==> src/hdl/eif_pkg.sv <==
`timescale 1ns / 1ps
// ----------------------------------------------------------------------------
// Equilibrium index finder package
// Field widths and the sum type used by the finder; its element store is generic.
// ----------------------------------------------------------------------------
package eif_pkg;

    localparam int SAMPLE_W = 32;
    localparam int SUM_W    = 64;
    localparam int INDEX_W  = 6;

    typedef logic signed [SAMPLE_W-1:0] t_sample;
    typedef logic signed [SUM_W-1:0]    t_sum;
    typedef logic        [INDEX_W-1:0]  t_index;

endpackage

==> src/hdl/equilibrium_index_finder_top.sv <==
`timescale 1ns / 1ps
// ----------------------------------------------------------------------------
// Equilibrium index finder
// Stores an array of signed 32-bit elements and reports every index whose
// left-side sum equals its right-side sum.
// ----------------------------------------------------------------------------
// Element requests are taken without stall while the store fills and the
// running total accumulates; elements beyond MAX_ELEMENTS are dropped. After
// the request flagged final_element the block stops taking requests and scans
// the store: ST_RD starts the read, then for each stored element one 64-bit
// adder forms 2*prefix + element for the compare (ST_ADDA) and then the next
// 2*prefix (ST_ADDB), fed from the store's single registered read port.
// ST_ADDA holds while an earlier match waits for a stalled output, and ST_FIN
// delivers the last result once the output is free. Matches leave in ascending
// order and the last carries run_end; an array with no match yields a single
// result with found low. No clearing pass is needed after reset.
// ----------------------------------------------------------------------------
module equilibrium_index_finder_top #(
    parameter int MAX_ELEMENTS = 64
) (
    input  logic                          i_clk,
    input  logic                          i_rst_n,
    input  logic                          i_valid,
    output logic                          o_stall,
    input  logic signed [eif_pkg::SAMPLE_W-1:0] i_sample,
    input  logic                          i_final_element,
    output logic                          o_valid,
    input  logic                          i_stall,
    output logic [eif_pkg::INDEX_W-1:0]   o_balance_index,
    output logic                          o_found,
    output logic                          o_run_end
);

    localparam int AW = (MAX_ELEMENTS > 1) ? $clog2(MAX_ELEMENTS) : 1;
    localparam int CW = $clog2(MAX_ELEMENTS + 1);

    localparam logic [2:0] ST_LOAD = 3'd0;
    localparam logic [2:0] ST_RD   = 3'd1;
    localparam logic [2:0] ST_ADDA = 3'd2;
    localparam logic [2:0] ST_ADDB = 3'd3;
    localparam logic [2:0] ST_FIN  = 3'd4;

    logic [2:0]            r_state, n_state;
    logic [CW-1:0]         r_count, n_count;
    eif_pkg::t_sum         r_total, n_total;
    eif_pkg::t_sum         r_acc, n_acc;
    logic [AW-1:0]         r_idx, n_idx;
    logic                  r_pend_valid, n_pend_valid;
    logic [AW-1:0]         r_pend_idx, n_pend_idx;
    logic                  r_out_valid, n_out_valid;
    eif_pkg::t_index       r_out_index, n_out_index;
    logic                  r_out_found, n_out_found;
    logic                  r_out_end, n_out_end;

    logic                  wr_en;
    logic                  rd_en;
    logic [AW-1:0]         rd_addr;
    eif_pkg::t_sample      rd_data;
    eif_pkg::t_sum         op_a;
    eif_pkg::t_sum         op_b;
    eif_pkg::t_sum         sum;
    logic                  match;
    logic                  out_free;
    logic                  scan_last;

    eif_ram #(
        .WIDTH  (eif_pkg::SAMPLE_W),
        .DEPTH  (MAX_ELEMENTS),
        .ADDR_W (AW)
    ) u_store (
        .i_clk     (i_clk),
        .i_wr_en   (wr_en),
        .i_wr_addr (r_count[AW-1:0]),
        .i_wr_data (i_sample),
        .i_rd_en   (rd_en),
        .i_rd_addr (rd_addr),
        .o_rd_data (rd_data)
    );

    assign op_a      = (r_state == ST_LOAD) ? r_total : r_acc;
    assign op_b      = (r_state == ST_LOAD) ?
                       {{(eif_pkg::SUM_W-eif_pkg::SAMPLE_W){i_sample[eif_pkg::SAMPLE_W-1]}},
                        i_sample} :
                       {{(eif_pkg::SUM_W-eif_pkg::SAMPLE_W){rd_data[eif_pkg::SAMPLE_W-1]}},
                        rd_data};
    assign sum       = op_a + op_b;
    assign match     = (sum == r_total);
    assign out_free  = !r_out_valid || !i_stall;
    assign scan_last = ((CW'(r_idx) + CW'(1)) == r_count);

    always_comb begin
        n_state      = r_state;
        n_count      = r_count;
        n_total      = r_total;
        n_acc        = r_acc;
        n_idx        = r_idx;
        n_pend_valid = r_pend_valid;
        n_pend_idx   = r_pend_idx;
        n_out_valid  = r_out_valid && i_stall;
        n_out_index  = r_out_index;
        n_out_found  = r_out_found;
        n_out_end    = r_out_end;
        wr_en        = 1'b0;
        rd_en        = 1'b0;
        rd_addr      = r_idx;

        case (r_state)
            ST_LOAD: begin
                if (i_valid) begin
                    if (r_count < CW'(MAX_ELEMENTS)) begin
                        wr_en   = 1'b1;
                        n_count = r_count + CW'(1);
                        n_total = sum;
                    end
                    if (i_final_element) begin
                        n_state      = ST_RD;
                        n_acc        = '0;
                        n_idx        = '0;
                        n_pend_valid = 1'b0;
                    end
                end
            end
            ST_RD: begin
                rd_en   = 1'b1;
                n_state = ST_ADDA;
            end
            ST_ADDA: begin
                // hold while an earlier match waits for a busy output
                if (!(match && r_pend_valid && !out_free)) begin
                    if (match) begin
                        if (r_pend_valid) begin
                            n_out_valid = 1'b1;
                            n_out_index = eif_pkg::INDEX_W'(r_pend_idx);
                            n_out_found = 1'b1;
                            n_out_end   = 1'b0;
                        end
                        n_pend_valid = 1'b1;
                        n_pend_idx   = r_idx;
                    end
                    n_acc   = sum;
                    n_state = ST_ADDB;
                end
            end
            ST_ADDB: begin
                n_acc = sum;
                if (scan_last) begin
                    n_state = ST_FIN;
                end else begin
                    n_idx   = r_idx + AW'(1);
                    rd_en   = 1'b1;
                    rd_addr = r_idx + AW'(1);
                    n_state = ST_ADDA;
                end
            end
            ST_FIN: begin
                if (out_free) begin
                    n_out_valid = 1'b1;
                    n_out_index = r_pend_valid ? eif_pkg::INDEX_W'(r_pend_idx) : '0;
                    n_out_found = r_pend_valid;
                    n_out_end   = 1'b1;
                    n_count     = '0;
                    n_total     = '0;
                    n_state     = ST_LOAD;
                end
            end
            default: begin
                n_state = ST_LOAD;
            end
        endcase
    end

    always_ff @(posedge i_clk) begin
        if (!i_rst_n) begin
            r_state      <= ST_LOAD;
            r_count      <= '0;
            r_total      <= '0;
            r_pend_valid <= 1'b0;
            r_out_valid  <= 1'b0;
        end else begin
            r_state      <= n_state;
            r_count      <= n_count;
            r_total      <= n_total;
            r_pend_valid <= n_pend_valid;
            r_out_valid  <= n_out_valid;
        end
    end

    always_ff @(posedge i_clk) begin
        r_acc       <= n_acc;
        r_idx       <= n_idx;
        r_pend_idx  <= n_pend_idx;
        r_out_index <= n_out_index;
        r_out_found <= n_out_found;
        r_out_end   <= n_out_end;
    end

    assign o_stall         = (r_state != ST_LOAD);
    assign o_valid         = r_out_valid;
    assign o_balance_index = r_out_index;
    assign o_found         = r_out_found;
    assign o_run_end       = r_out_end;

endmodule

==> src/hdl/eif_ram.sv <==
`timescale 1ns / 1ps
// ----------------------------------------------------------------------------
// Generic single-port-write RAM
// One write port and one read port with registered read data.
// ----------------------------------------------------------------------------
module eif_ram #(
    parameter int WIDTH  = 32,
    parameter int DEPTH  = 64,
    parameter int ADDR_W = 6
) (
    input  logic              i_clk,
    input  logic              i_wr_en,
    input  logic [ADDR_W-1:0] i_wr_addr,
    input  logic [WIDTH-1:0]  i_wr_data,
    input  logic              i_rd_en,
    input  logic [ADDR_W-1:0] i_rd_addr,
    output logic [WIDTH-1:0]  o_rd_data
);

    logic [WIDTH-1:0] r_mem [DEPTH];
    logic [WIDTH-1:0] r_rd_data;

    always_ff @(posedge i_clk) begin
        if (i_wr_en) begin
            r_mem[i_wr_addr] <= i_wr_data;
        end
        if (i_rd_en) begin
            r_rd_data <= r_mem[i_rd_addr];
        end
    end

    assign o_rd_data = r_rd_data;

endmodule
==> config.mk <==
export PLATFORM = sky130hd
export DESIGN_NAME = equilibrium_index_finder_top
export DESIGN_NICKNAME = d
export VERILOG_FILES = /design/src/hdl/eif_pkg.sv /design/src/hdl/equilibrium_index_finder_top.sv /design/src/hdl/eif_ram.sv
export SDC_FILE = /design/constraint.sdc
export NUM_CORES = 2
export LEC_CHECK = 0
export BUFFER_PORTS_ARGS = -buffer_cell sky130_fd_sc_hd__buf_2
export CAP_MARGIN = 20
export CORE_MARGIN = 2
export CORE_UTILIZATION = 50
export CTS_CLUSTER_SIZE = 8
export DETAILED_ROUTE_END_ITERATION = 16
export GPL_TIMING_DRIVEN = 0
export PLACE_DENSITY = 0.69
export SYNTH_ARGS = -nofsm -noshare
export SYNTH_HDL_FRONTEND = slang
export SYNTH_HIERARCHICAL = 1
export SYNTH_SLANG_ARGS = --single-unit
==> constraint.sdc <==
create_clock -name i_clk -period 15.26 [get_ports i_clk]
set_input_delay 4.578 -clock i_clk [delete_from_list [all_inputs] [get_ports i_clk]]
set_output_delay 4.578 -clock i_clk [all_outputs]
set_load 0.02 [all_outputs]
==> out/results.ini <==
[floorplan]
die_area_um2=191000
dieHeight_um=437
rows=158
num_io_pins=47
core_um2=186000
die_w_um=437
initial_core_util_pct=50.4

[clock_network]
cts_resized=0
postCtsSetupBuffers=0
cts-buffers-inserted=332
numClockSinks=2240
root_buffer=clkbuf_16
cts.path.max_buffers=4
hold_buffers=0
clk_pin_slew_ns=0.05
cts_tree=built
clk_latency_ns=0.96
htree_levels=5

[yosys]
synth_warnings=6
synth_top_area_share_pct=69.3
ys.flop_type=edfxtp_1
yosys.cell_types.count=97
synthTopCellsByArea=edfxtp_1 (69%), mux4_2 (13%), nand2_1 (1.6%), dfxtp_1 (1.6%), nor2_1 (1.3%)
syn_area_um2=93700
syn_inst=5278
synth_seq_area_share_pct=71.0
ys_ff_latch=2240
synth_area_leader_cell=edfxtp_1
syn-mean-instance-area_um2=17.8
synthArstFlopShare_pct=0
synth_nets=5369
synth-edff-count=2164

[sta]
fmax_mhz=78.6
relSlewSlack_pct=12.2
setup_viol=0
period_needed_ns=12.73
skew_ns=0.0691
grt_setup_unrepaired=no
tightest_slew_ns=1.32
period_share_pct=83.4
hold_slack_ns=0.449
maxSlewViolCount=0
setup_tns_ns=0
hold_viol=0

[power]
power.leakage_uw=0.0352
power_density_nw_per_um2=141
power_uw=15400
vdd_drop_max_mv=0.104

[grt]
overflow=0
grt_pass1_vias=54307
grt_antenna_before_repair=15
grt_pass1_wl_um=421000
grt_usage_pct=31.9
grt_max_degree=66

[placed_design]
hpwl_um=206000
dpl-instance-area_um2=99900
gp_congestion=0.945
port_buffers=45
dpl.cell_count=7923

[final_layout]
design_area_um2=109000
final_cell_mix=edfxtp_1 (2164), mux4_2 (544), nand2_1 (411)
syn_to_final_growth_pct=16.1
drive_gt1_share_pct=22.1
finalNonFillerCells=8329
final_common_cell=edfxtp_1
nets=5882

[critical_path]
critPathLaunchType=input port
endpoint_kind=register
r2r_setup_slack_ns=3.54
worstRegToRegCells=28
cp.required_ns=15.90
crit_arrival_ns=13.36
slowest_stage=nor4_1
cp_cell_sequence=buf_2, buf_12, buf_2, nor4b_2, a21oi_4, inv_2, buf_6, ha_1, clkbuf_1, a21oi_1, o21ai_0, inv_1, nand2_1, o21ai_0, o21ai_2, nor2_1, a2111oi_0, nand4_1, nor4_1, and4_1, a311oi_4, buf_8, buf_16, buf_8
r2r_end=r_acc[35]$_SDFFCE_PN0P_
startpoint=i_sample[31]
path_class=in2reg
crit_fanout=49
timing.rr.start=r_state[0]$_SDFFE_PN0P_
slowest_delay_ns=1.04
crit_end=r_acc[35]$_SDFFCE_PN0P_

[route]
vias=56056
wl_per_cell_um=36.7
drt_iter0_markers=8897
wirelength_um=305000
via_per_inst=6.73
antenna_left=0
drc=0
drt_pass1_iterations=9

[status]
status=finished, final reports clean

[hold_path]
hp-class=reg2reg

[flow_run]
max_cap_viol_count=0

## metrics by stage
step,setup WS (ns),util (%)
4_1_cts,2.75,58.4
6_report,2.53,58.6
3_3_place_gp,-7.03,52.2
2_1_floorplan,1.63,-
3_5_place_dp,1.85,53.7
5_1_grt,2.59,58.6
## power by group
part / total [uW] / switching (uW) / internal [uW] / leakage (uW)
Sequential: 6890 / 50.6 / 6840 / 0.0201
Combinational: 2150 / 1420 / 732 / 0.0108
Clock: 6350 / 2450 / 3900 / 0.00427
## synth_stat cells, types with 28 or more instances
cell and instances:
edfxtp_1 2164, buf_1 38, a22oi_1 43, nor2_1 314, clkbuf_1 173, buf_2 72
o21ai_0 95, mux2i_1 117, and2_1 54, dfxtp_1 76, nor2b_1 81, ha_1 53
o221ai_1 31, buf_4 28, xnor2_1 99, xor2_1 50, a21oi_1 189, nand2_1 411
nand4_1 50, mux4_2 544, nor3_1 53, o22ai_1 91, nand3_1 29
## final cells by class
cell class,count,area (um2)
Fill cell,13529,77000
Sequential cell,2240,66500
Multi-Input combinational cell,2690,26100
Clock buffer,373,8610
Tap cell,2480,3100
Timing Repair Buffer,179,2800
Buffer,320,1460
Inverter,28,105
Clock inverter,10,98.8
Antenna cell,9,22.5
## state kept, by name, summed over array words and instances (netlist names)
register	cells
r_pend_idx	6
r_count	7
o_valid	1
o_balance_index	6
u_store/r_mem	2048
r_acc	64
r_pend_valid	1
r_total	64
u_store/o_rd_data	32
o_run_end	1
r_state	3
o_found	1
r_idx	6
## cells by family after synthesis
logic type	after synthesis	synth area share, %
buffers and inverters	348	1.67
adder cells (fa/ha/maj)	55	0.740
AND/OR/NAND/NOR	1151	5.82
XOR/XNOR	166	1.81
flip-flops	2240	71.0
AO/OA/AOI/OAI	650	4.55
multiplexers	668	14.4
## worst min-delay path by stage
stage                                 from                 endpoint  slack (ns)  cells after the start
CTS                 r_idx[4]$_SDFFCE_PP0P_  r_pend_idx[4]$_DFFE_PP_        0.45                      0
floorplan           r_idx[4]$_SDFFCE_PP0P_  r_pend_idx[4]$_DFFE_PP_        0.42                      0
global placement    r_idx[4]$_SDFFCE_PP0P_  r_pend_idx[4]$_DFFE_PP_        0.44                      0
finish              r_idx[4]$_SDFFCE_PP0P_  r_pend_idx[4]$_DFFE_PP_        0.45                      0
global route        r_idx[4]$_SDFFCE_PP0P_  r_pend_idx[4]$_DFFE_PP_        0.47                      0
detailed placement  r_idx[4]$_SDFFCE_PP0P_  r_pend_idx[4]$_DFFE_PP_        0.44                      0
## routing by layer
metal	vias up	GRT usage [%]	part of all wire, %
met1	28742	42.1	36
li1	22217	-	-
met5	-	0	0.023
met4	10	18.2	6.6
met3	857	7.90	12
met2	4230	48.5	46
## worst max-delay path, delay by kind of cell
kind / cells / cell delay (ns)
AOI/OAI and AO/OA: 7 / 2.71
adders and majority gates: 1 / 0.22
buffers and inverters: 10 / 2.85
and+or+nand+nor: 6 / 2.89
No activity file was read; power rests on OpenSTA's default activity.
